`src/hw/rtl/ufq_pkg.sv`:
```
// Shared types, constants and helpers for the form query decoder.
package ufq_pkg;

	// Width that bounds the pair counter; the pair limit is capped at 2^IndexBits - 1.
	localparam int IndexBits = 16;
	localparam logic [15:0] IndexCap = (IndexBits >= 16) ? 16'hffff
		: 16'((32'd1 << IndexBits) - 32'd1);

	// Result kinds
	localparam logic [1:0] KIND_NAME  = 2'd0;
	localparam logic [1:0] KIND_VALUE = 2'd1;
	localparam logic [1:0] KIND_END   = 2'd2;
	localparam logic [1:0] KIND_NONE  = 2'd3;

	// Configuration register indexes
	localparam logic [3:0] CFG_FILTER_ENABLE = 4'd0;
	localparam logic [3:0] CFG_MAX_PAIRS     = 4'd1;

	localparam logic [15:0] MAX_PAIRS_RESET = 16'd1023;

	// Characters
	localparam logic [7:0] CH_AMP   = 8'h26;
	localparam logic [7:0] CH_EQ    = 8'h3d;
	localparam logic [7:0] CH_PLUS  = 8'h2b;
	localparam logic [7:0] CH_PCT   = 8'h25;
	localparam logic [7:0] CH_SPACE = 8'h20;

	typedef struct packed {
		logic [7:0] in_byte;
		logic       in_last;
	} ufq_in_t;

	typedef struct packed {
		logic [1:0]  kind;
		logic [7:0]  data_byte;
		logic [15:0] pair_index;
		logic        bad_escape;
		logic        overflow;
		logic        run_last;
	} ufq_out_t;

	// One or two results produced by a single input byte
	typedef struct packed {
		logic [1:0] count;
		ufq_out_t   first;
		ufq_out_t   second;
	} ufq_burst_t;

	// Loose hex digit value: letters folded to upper case, signed compare against 'A'
	function automatic logic [7:0] hex_val(input logic [7:0] b);
		logic [7:0] r;
		if (b >= 8'h41 && b < 8'h80) begin
			r = (b & 8'hdf) - 8'd55;
		end else begin
			r = b - 8'd48;
		end
		return r;
	endfunction

endpackage

```
`src/hw/rtl/url_form_query_decoder.sv`:
```
// Top level of the streaming form-urlencoded query decoder.
//
// Input channel (in_valid/in_ready/in_data) takes one raw query byte per transfer,
// with in_last on the final byte of a buffer. Each byte yields one or two results
// on the output channel (out_valid/out_ready/out_data): a name or value byte, a
// pair end, or a silent kind-3 marker; run_last flags the last result of a byte.
// The configuration channel (cfg_valid/cfg_ready/cfg_index/cfg_data) writes
// filter_enable (index 0) and max_pairs (index 1); cfg_ready is always high and
// writes belong between buffers while the block is idle.
// An accepted byte is held in the byte register, then its results go into the queue.
// Throughput: one byte per cycle while out_ready is high and each byte makes one
// result; a byte that makes two results (data plus closing pair end) holds the
// single output port for both. The byte register feeds the decode logic, whose
// results land in a three-entry queue; a new byte is taken whenever the queue
// has room for a full burst, so a waiting result does not stop intake.
// Reset clears the stream state, the queue and loads the register defaults.
// When the receiver stalls, results collect in the queue, then the byte
// register holds and in_ready drops; nothing is lost.
module url_form_query_decoder import ufq_pkg::*; (
	input  logic        clk,
	input  logic        arst_n,
	input  logic        in_valid,
	output logic        in_ready,
	input  ufq_in_t     in_data,
	output logic        out_valid,
	input  logic        out_ready,
	output ufq_out_t    out_data,
	input  logic        cfg_valid,
	output logic        cfg_ready,
	input  logic [3:0]  cfg_index,
	input  logic [15:0] cfg_data
);

	logic        filter_q;
	logic [15:0] max_pairs_q;
	logic        valid_s1;
	ufq_in_t     item_s1;
	logic        space, advance;
	ufq_burst_t  burst;

	assign cfg_ready = 1'b1;
	assign advance = valid_s1 && space;
	assign in_ready = !valid_s1 || space;

	always_ff @(posedge clk or negedge arst_n) begin
		if (!arst_n) begin
			filter_q <= 1'b0;
			max_pairs_q <= MAX_PAIRS_RESET;
		end else if (cfg_valid) begin
			unique case (cfg_index)
				CFG_FILTER_ENABLE: filter_q <= cfg_data[0];
				CFG_MAX_PAIRS:     max_pairs_q <= cfg_data;
				default: ;
			endcase
		end
	end

	always_ff @(posedge clk or negedge arst_n) begin
		if (!arst_n) begin
			valid_s1 <= 1'b0;
		end else if (in_ready) begin
			valid_s1 <= in_valid;
		end
	end

	always_ff @(posedge clk) begin
		if (in_valid && in_ready) begin
			item_s1 <= in_data;
		end
	end

	ufq_decode u_decode (
		.clk          (clk),
		.arst_n       (arst_n),
		.advance      (advance),
		.item         (item_s1),
		.filter_enable(filter_q),
		.max_pairs    (max_pairs_q),
		.burst        (burst)
	);

	ufq_out_queue u_queue (
		.clk      (clk),
		.arst_n   (arst_n),
		.push     (advance),
		.burst    (burst),
		.space    (space),
		.out_valid(out_valid),
		.out_ready(out_ready),
		.out_data (out_data)
	);

endmodule

```
`src/hw/rtl/ufq_decode.sv`:
```
// Per-byte decode logic and running stream state of the form query decoder.
module ufq_decode import ufq_pkg::*; (
	input  logic        clk,
	input  logic        arst_n,
	input  logic        advance,
	input  ufq_in_t     item,
	input  logic        filter_enable,
	input  logic [15:0] max_pairs,
	output ufq_burst_t  burst
);

	typedef enum logic [1:0] {ESC_NONE, ESC_HIGH, ESC_LOW} esc_t;

	logic        in_value_q, in_value_n;
	esc_t        esc_q, esc_n;
	logic [7:0]  hi_q, hi_n;
	logic        open_q, open_n;
	logic [15:0] count_q, count_n;

	logic [15:0] limit;
	logic [7:0]  b, bp, hv, d;
	logic        keep, dropped, have, have_r0, end_valid;
	ufq_out_t    r0, r_end, r_none;

	assign limit = (max_pairs < IndexCap) ? max_pairs : IndexCap;

	always_comb begin
		b = item.in_byte;
		keep = (b >= 8'h20 && b <= 8'h7e) || (b >= 8'h09 && b <= 8'h0d);
		if (filter_enable && !keep) begin
			b = CH_SPACE;
		end
		bp = (b == CH_PLUS) ? CH_SPACE : b;
		hv = hex_val(bp);
		d = 8'd0;
		have = 1'b0;
		have_r0 = 1'b0;
		r0 = '0;
		in_value_n = in_value_q;
		esc_n = esc_q;
		hi_n = hi_q;
		open_n = open_q;
		count_n = count_q;
		dropped = count_q >= limit;

		if (dropped) begin
			r0 = '{kind: KIND_NONE, data_byte: 8'd0, pair_index: count_q,
				bad_escape: 1'b0, overflow: 1'b1, run_last: 1'b0};
			have_r0 = 1'b1;
		end else if (b == CH_AMP) begin
			r0 = '{kind: KIND_END, data_byte: 8'd0, pair_index: count_q,
				bad_escape: (esc_q != ESC_NONE), overflow: 1'b0, run_last: 1'b0};
			have_r0 = 1'b1;
			count_n = count_q + 16'd1;
			in_value_n = 1'b0;
			esc_n = ESC_NONE;
			hi_n = 8'd0;
			open_n = 1'b0;
		end else begin
			open_n = 1'b1;
			unique case (esc_q)
				ESC_HIGH: begin
					hi_n = {hv[3:0], 4'h0};
					esc_n = ESC_LOW;
				end
				ESC_LOW: begin
					d = hi_q + hv;
					esc_n = ESC_NONE;
					hi_n = 8'd0;
					have = 1'b1;
				end
				default: begin
					if (bp == CH_PCT) begin
						esc_n = ESC_HIGH;
					end else begin
						d = bp;
						have = 1'b1;
					end
				end
			endcase
			if (have) begin
				if (!in_value_q && d == CH_EQ) begin
					in_value_n = 1'b1;
				end else begin
					r0 = '{kind: in_value_q ? KIND_VALUE : KIND_NAME, data_byte: d,
						pair_index: count_q, bad_escape: 1'b0, overflow: 1'b0,
						run_last: 1'b0};
					have_r0 = 1'b1;
				end
			end
		end

		// close the open pair at end of buffer
		end_valid = item.in_last && !dropped && open_n;
		r_end = '{kind: KIND_END, data_byte: 8'd0, pair_index: count_n,
			bad_escape: (esc_n != ESC_NONE), overflow: 1'b0, run_last: 1'b1};

		if (item.in_last) begin
			in_value_n = 1'b0;
			esc_n = ESC_NONE;
			hi_n = 8'd0;
			open_n = 1'b0;
			count_n = 16'd0;
		end

		r_none = '{kind: KIND_NONE, data_byte: 8'd0, pair_index: count_n,
			bad_escape: 1'b0, overflow: 1'b0, run_last: 1'b1};

		burst = '0;
		if (have_r0 && end_valid) begin
			burst.count = 2'd2;
			burst.first = r0;
			burst.second = r_end;
		end else if (have_r0) begin
			burst.count = 2'd1;
			burst.first = r0;
			burst.first.run_last = 1'b1;
		end else if (end_valid) begin
			burst.count = 2'd1;
			burst.first = r_end;
		end else begin
			burst.count = 2'd1;
			burst.first = r_none;
		end
	end

	always_ff @(posedge clk or negedge arst_n) begin
		if (!arst_n) begin
			in_value_q <= 1'b0;
			esc_q <= ESC_NONE;
			hi_q <= 8'd0;
			open_q <= 1'b0;
			count_q <= 16'd0;
		end else if (advance) begin
			in_value_q <= in_value_n;
			esc_q <= esc_n;
			hi_q <= hi_n;
			open_q <= open_n;
			count_q <= count_n;
		end
	end

	a_two_results_end_pair: assert property (@(posedge clk) disable iff (!arst_n)
		burst.count == 2'd2 |-> burst.second.kind == KIND_END && burst.second.run_last
			&& !burst.first.run_last && burst.first.kind != KIND_NONE)
		else $error("second result of a byte is not a closing pair end");

	a_drop_is_silent: assert property (@(posedge clk) disable iff (!arst_n)
		burst.first.overflow |-> burst.count == 2'd1 && burst.first.kind == KIND_NONE)
		else $error("dropped byte produced data or a pair end");

	a_last_clears: assert property (@(posedge clk) disable iff (!arst_n)
		advance && item.in_last |=> count_q == 16'd0 && esc_q == ESC_NONE && !open_q
			&& !in_value_q)
		else $error("stream state not cleared after end of buffer");

endmodule

```
`src/hw/rtl/ufq_out_queue.sv`:
```
// Three-entry queue that takes a one- or two-result burst and emits one per ready cycle.
module ufq_out_queue import ufq_pkg::*; (
	input  logic       clk,
	input  logic       arst_n,
	input  logic       push,
	input  ufq_burst_t burst,
	output logic       space,
	output logic       out_valid,
	input  logic       out_ready,
	output ufq_out_t   out_data
);

	ufq_out_t   q_q [3];
	ufq_out_t   q_n [3];
	logic [1:0] cnt_q, cnt_n, avail;
	logic       pop;

	assign out_valid = cnt_q != 2'd0;
	assign out_data = q_q[0];
	assign pop = out_valid && out_ready;
	assign avail = cnt_q - {1'b0, pop};
	// room for a full burst once the head transfer is counted
	assign space = avail <= 2'd1;

	always_comb begin
		for (int i = 0; i < 3; i++) begin
			if (pop && i < 2) begin
				q_n[i] = q_q[i + 1];
			end else begin
				q_n[i] = q_q[i];
			end
			if (push && 2'(i) == avail) begin
				q_n[i] = burst.first;
			end
			if (push && burst.count == 2'd2 && 2'(i) == avail + 2'd1) begin
				q_n[i] = burst.second;
			end
		end
		cnt_n = avail + (push ? burst.count : 2'd0);
	end

	always_ff @(posedge clk or negedge arst_n) begin
		if (!arst_n) begin
			cnt_q <= 2'd0;
		end else begin
			cnt_q <= cnt_n;
		end
	end

	always_ff @(posedge clk) begin
		for (int i = 0; i < 3; i++) begin
			q_q[i] <= q_n[i];
		end
	end

	a_no_overfill: assert property (@(posedge clk) disable iff (!arst_n)
		push |-> {1'b0, avail} + {1'b0, burst.count} <= 3'd3)
		else $error("result queue overfilled");

	a_count_holds: assert property (@(posedge clk) disable iff (!arst_n)
		!push && !pop |=> $stable(cnt_q))
		else $error("queue count moved without a push or a transfer");

endmodule

```
`config.mk`:
```
export PLATFORM = sky130hd
export DESIGN_NAME = url_form_query_decoder
export DESIGN_NICKNAME = d
export VERILOG_FILES = /design/src/hw/rtl/ufq_pkg.sv /design/src/hw/rtl/url_form_query_decoder.sv /design/src/hw/rtl/ufq_decode.sv /design/src/hw/rtl/ufq_out_queue.sv
export SDC_FILE = /design/constraint.sdc
export NUM_CORES = 1
export LEC_CHECK = 0
export ABC_AREA = 1
export BUFFER_PORTS_ARGS = -buffer_cell sky130_fd_sc_hd__clkbuf_2
export CAP_MARGIN = 0
export CORE_UTILIZATION = 50
export DETAILED_ROUTE_END_ITERATION = 8
export GPL_TIMING_DRIVEN = 0
export MAX_ROUTING_LAYER = met4
export PLACE_DENSITY = 0.69
export SYNTH_ARGS = -nofsm -noshare
export SYNTH_HDL_FRONTEND = slang
export SYNTH_SLANG_ARGS = --single-unit
export TNS_END_PERCENT = 20
```
`constraint.sdc`:
```
create_clock -name clk -period 7.1 [get_ports clk]
set_input_delay 0.71 -clock clk [delete_from_list [all_inputs] [get_ports clk]]
set_output_delay 0.71 -clock clk [all_outputs]
set_load 0.1 [all_outputs]
```
==> results of run 1 <==
==> registers in the layout (all words and copies together) (netlist names) <==
| name | count |
|---|---|
| filter_q | 1 |
| item_s1 | 9 |
| max_pairs_q | 16 |
| u_decode.count_q | 16 |
| u_decode.esc_q | 2 |
| u_decode.hi_q | 4 |
| u_decode.in_value_q | 1 |
| u_queue.cnt_q | 2 |
| u_queue.q_q | 87 |
| valid_s1 | 1 |
==> stage by stage <==
step / setup WS, ns / util, %
2_1_floorplan: 2.166 / -
3_3_place_gp: 1.275 / 55.56
3_5_place_dp: 1.247 / 55.56
4_1_cts: 1.187 / 59.72
5_1_grt: 0.4079 / 59.72
6_report: 1.163 / 59.72
==> power by group <==
| part | total (uW) | internal [uW] | leakage, uW | switching, uW |
|---|---|---|---|---|
| sequential | 1400 | 1240 | 0.00142 | 162 |
| clock | 915 | 558 | 0.000298 | 356 |
| combinational | 2220 | 582 | 0.00250 | 1640 |
==> critical path: cells and delay by family, from the launching register on <==
family / cells / cell delay, ns
and+or+nand+nor: 26 / 3.30
buffers and inverters: 10 / 1.02
adders and majority gates: 3 / 0.57
DFF: 1 / 0.44
AOI/OAI and AO/OA: 2 / 0.38
xor gates and xnor gates: 1 / 0.16
==> final cells by class <==
| class | count | area [um^2] | share of cell area, % |
|---|---|---|---|
| inverter | 123 | 461.7 | 5.240 |
| tap | 184 | 230.2 | 2.613 |
| timing repair buffer | 64 | 320.3 | 3.635 |
| buffer | 63 | 382.9 | 4.345 |
| multi-input combinational | 586 | 3132 | 35.54 |
| sequential | 139 | 3671 | 41.66 |
| clock inverter | 15 | 187.7 | 2.130 |
| clock buffer | 17 | 425.4 | 4.828 |
==> how the worst min path moves through the flow <==
stage                             from                 end  cells after the start
floorplan                       arst_n            filter_q                      0
global placement    u_queue.q_q[0][85]  u_queue.q_q[0][85]                      2
detailed placement  u_queue.q_q[0][85]  u_queue.q_q[0][85]                      2
CTS                         in_data[3]          item_s1[3]                      1
global route                in_data[3]          item_s1[3]                      1
finish              u_queue.q_q[0][59]  u_queue.q_q[0][59]                      2
==> Yosys cell counts, types with 2 or more instances <==
master      n
dfrtp_1    33
a31oi_1     2
o221ai_1    2
clkbuf_1   26
nor3_1      6
or2_2       5
o22ai_1    15
inv_1     100
a32o_1      3
o21ai_0    65
nand3b_1    3
a21oi_1    33
edfxtp_1   66
nand2_1   205
o21ai_1    14
buf_6       4
nand3_2     2
o21bai_1    2
nor2_1     65
buf_4      30
nand2_4     2
o21a_1      7
nand4_1    13
nand2_2     4
clkinv_1    3
nor2_2      4
dfxtp_1    30
inv_2      20
ha_1       35
a211oi_1    2
buf_2       3
nand3_1    64
xor2_1     16
nor4_1      2
dfstp_2    10
==> layer usage <==
metal | GRT usage, % | part of all wire [%] | vias to the layer above
li1 | - | - | 3144
met1 | 30.94 | 48 | 2746
met2 | 35.39 | 46 | 165
met3 | 4.036 | 5.3 | 6
met4 | 7.030 | 0.59 | 0
met5 | - | 0 | -
==> logic make-up after synthesis <==
family                   count (synthesis)  synth area share (%)
AND/OR/NAND/NOR                        381                 21.91
flip-flops                             139                 48.00
adder cells (fa/ha/maj)                 36                 5.988
other                                    1               0.04904
XOR/XNOR                                17                 1.947
buffers and inverters                  186                 11.04
AO/OA/AOI/OAI                          151                 11.06
==> out/metrics.cfg, run 1 <==
[run_status]
status = finished with violations
violations = DRC

[die]
rows = 44
die_w_um = 125.7
io_pins = 66
die_h_um = 125.7
start_util_pct = 51.83
core_um2 = 14750
dieArea_um2 = 15790

[final_layout]
nFillCells = 1286
syn2layout_area_growth_pct = 15.22
layout_common_cells = nand2_1 (205), inv_1 (100), edfxtp_1 (66), nor2_1 (65), o21ai_0 (65)
finalNetCount = 1064
drive_gt1_share_pct = 18.27
antenna_cells = 0
fin_cells = 1191
final_common_cell = nand2_1
finalInstanceArea_um2 = 8811

[power]
leakagePower_uw = 0.004213
ir_worst_vdd_mv = 0.2187
finalPower_uw = 4537
p_per_area_nw_per_um2 = 514.9

[timing]
final_hold_viol_count = 0
final.setup.tns_ns = 0
whs_ns = 0.4447
setup_viol = 0
finalCritPeriodShare_pct = 83.62
fin_crit_ns = 5.937
slew_headroom_pct = 26.89
rsz0062_at_grt = no
finClkSkew_ns = 0.008999
slew_violations = 0
worst_pin_slew_ns = 1.097
fmaxAchievable_ghz = 0.1684

[job]
maxCapViolCount = 0

[clock_tree]
clock_sinks = 139
clockRootBuffer = clkbuf_16
cts-buffers-inserted = 17
clk_latency_ns = 0.42
cts_buffer_depth = 2
clk_pin_slew_worst_paths_ns = 0.06
postCtsSetupBuffers = 0
htreeDepth = 4
cts_tree = built
cts_resized = 0
postCtsHoldBufs = 0

[synthesis]
ys.flop_type = edfxtp_1
synth_top_cells_by_area = edfxtp_1 (26%), dfrtp_1 (11%), nand2_1 (10%), dfxtp_1 (7.9%), ha_1 (5.7%)
synth_cells = 911
avgSynthCellArea_um2 = 8.394
synth_nets = 981
synthArstFlopShare_pct = 30.94
synth_area_um2 = 7647
ys_types = 50
ys_ff_latch = 139
synth_edf_count = 66
yosys_warnings = 0
synth_top_area_share_pct = 25.92
seq_area_frac_synth_pct = 48.00
yosysTopAreaCell = edfxtp_1

[critical_path]
required_ns = 7.47
path_common_cell = nand2_1
r2r_start = item_s1[4]
arrival_ns = 6.30
worstSetupEndpoint = u_queue.q_q[0][51]
regToRegEndpoint = u_queue.q_q[0][51]
crit_path_top_delay_cell = nand2_1
r2r_setup_slack_ns = 1.16
crit_start = item_s1[4]
cp-end-kind = flip-flop
slowest_delay_ns = 0.46
ff2ff_path_depth = 42
start_kind = flip-flop
cp_max_fo = 20
path_class = flip-flop to flip-flop

[routing]
first_pass_iters = 7
ant_nets = 0
drtIter0Drc = 463
wl_per_cell_um = 13.70
drc_errors = 7
dr_total_vias = 6061
viasPerCell = 5.089
routed_wl_um = 16320

[global_route]
grt.total_usage_pct = 22.95
grt_overflow_total = 0
grt_pass1_vias = 5700
grt_max_degree = 44
grt_first_pass_wirelength_um = 27620
antenna_found_initial = 0

[place]
dp.cells = 1159
post-dp-hpwl_um = 12130
dpl_cell_area_um2 = 8198
gp_congestion = 0.9299
io_buffer_count = 64

[min_path]
hold_path_class = flip-flop to flip-flop

(Power assumes the default switching activity.)
==> run 2, diff against run 1 <==
- clock period: 7.1 -> 5.9 ns (I/O delays scaled with it)
==> out/metrics.cfg, run 2 (synthesis gave the netlist of run 1 again) <==
[critical_path]
r2r_setup_slack_ns = 0.57
cp_max_fo = 19
arrival_ns = 5.50
r2r_start = item_s1[6]
regToRegEndpoint = u_queue.q_q[0][65]
path_class = flip-flop to flip-flop
path_common_cell = nand2_1
crit_start = item_s1[6]
required_ns = 6.07
start_kind = flip-flop
ff2ff_path_depth = 41
crit_path_top_delay_cell = edfxtp_1
slowest_delay_ns = 0.46
worstSetupEndpoint = u_queue.q_q[0][65]
cp-end-kind = flip-flop

[timing]
finalCritPeriodShare_pct = 90.28
fin_crit_ns = 5.326
fmaxAchievable_ghz = 0.1877
setup_viol = 0
finClkSkew_ns = 0.009162
worst_pin_slew_ns = 1.104
rsz0062_at_grt = no
slew_violations = 0
slew_headroom_pct = 26.43
final_hold_viol_count = 0
final.setup.tns_ns = 0
setup_ws_ns = 0.5736

[power]
p_per_area_nw_per_um2 = 617.6
ir_worst_vdd_mv = 0.2640
finalPower_uw = 5473
leakagePower_uw = 0.004224

[global_route]
grt_overflow_total = 0
grt_pass1_vias = 5700
antenna_found_initial = 0
grt.total_usage_pct = 22.95
grt_first_pass_wirelength_um = 27620
grt_max_degree = 44

[final_layout]
drive_gt1_share_pct = 18.83
syn2layout_area_growth_pct = 15.87
finalInstanceArea_um2 = 8861
largest_reg_flops = 87
final_common_cell = nand2_1
antenna_cells = 0
finalNetCount = 1066
top_register = u_queue.q_q
largestRegisters = u_queue.q_q: 87 flops, max_pairs_q: 16 flops, u_decode.count_q: 16 flops
utilization_pct = 60.06
layout_common_cells = nand2_1 (204), inv_1 (100), edfxtp_1 (66), o21ai_0 (65)

[min_path]
hold_path_class = input pin to flip-flop
hold_path.startpoint = in_data[3]

[die]
dieArea_um2 = 15790
start_util_pct = 51.83
rows = 44
die_w_um = 125.7
die_h_um = 125.7
core_um2 = 14750
io_pins = 66

[clock_tree]
htreeDepth = 4
cts_buffer_depth = 2
clk_pin_slew_worst_paths_ns = 0.06
clock_sinks = 139
cts-buffers-inserted = 17
clockRootBuffer = clkbuf_16
cts_tree = built
postCtsHoldBufs = 0
clk_latency_ns = 0.42

[run_status]
violations = DRC
status = finished with violations

[routing]
dr_total_vias = 6046
first_pass_iters = 7
drc_errors = 7
viasPerCell = 5.068
routed_wl_um = 16290
wl_per_cell_um = 13.65
drtIter0Drc = 492
ant_nets = 0

[place]
post-dp-hpwl_um = 12130
gp_congestion = 0.9299
io_buffer_count = 64
dpl_cell_area_um2 = 8198
place_ws_ns = 0.04706

[job]
maxCapViolCount = 0

-- run 2: cell count changes in the layout (fill, tap and decap cells not counted) --
cell / previous run / this run
xor2_2: 0 / 1
nor2_4: 1 / 2
xor2_1: 16 / 15
buf_4: 30 / 32
a32oi_2: 0 / 1
nand2_4: 2 / 3
a32oi_1: 1 / 0
inv_6: 3 / 4
nand2_1: 205 / 204
nor2_1: 65 / 64
inv_2: 20 / 19
-- run 2: how the worst min path moves through the flow --
| stage | slack [ns] | cells after the start | endpoint |
|---|---|---|---|
| 2_1_floorplan | 0.29 | 0 | filter_q |
| 3_3_place_gp | 0.43 | 2 | u_queue.q_q[0][85] |
| 3_5_place_dp | 0.43 | 2 | u_queue.q_q[0][85] |
| 4_1_cts | 0.32 | 1 | item_s1[3] |
| 5_1_grt | 0.33 | 1 | item_s1[3] |
| 6_report | 0.34 | 1 | item_s1[3] |
-- run 2: what timing repair did --
| action | CTS | global route |
|---|---|---|
| resized for setup | 1 | 8 |
| setup buffers | 0 | 2 |
| endpoints found under the setup margin | 6 | 101 |
| endpoints found under the hold margin | 0 | 0 |
-- run 2: layout make-up --
cell class	instances	area [um^2]
inverters	123	466.7
flip-flops and latches	139	3671
repair buffers	66	335.3
clock buffers	17	425.4
fillers	1283	5893
clock inverters	15	187.7
well taps	184	230.2
multi-input cells	586	3162
plain buffers	63	382.9
-- run 2: worst max-delay path: cells and delay by family (launching register included) --
kind	cells	cell delay, ns
buf+inv	10	0.89
flops	1	0.46
xor+xnor	1	0.16
fa+ha+maj	3	0.54
simple gates	25	2.67
compound gates	2	0.35
-- run 2: where the power goes --
group	leakage (uW)	internal [uW]	switching [uW]
logic	0.00251	711	1980
registers	0.00142	1490	195
clock network	0.000298	672	425
-- run 2: per-stage QoR --
stage,hold slack (ns),instances
floorplan,0.2944,911
global placement,0.4322,1159
detailed placement,0.4346,1159
CTS,0.3248,1191
global route,0.3263,1193
finish,0.3398,1193
-- run 2: layer usage --
| metal | GRT usage, % | routed length [um] | part of all wire (%) |
|---|---|---|---|
| met1 | 30.94 | 7877 | 48 |
| met2 | 35.39 | 7476 | 46 |
| met3 | 4.036 | 834 | 5.1 |
| met4 | 7.030 | 97 | 0.60 |
| met5 | - | 0 | 0 |
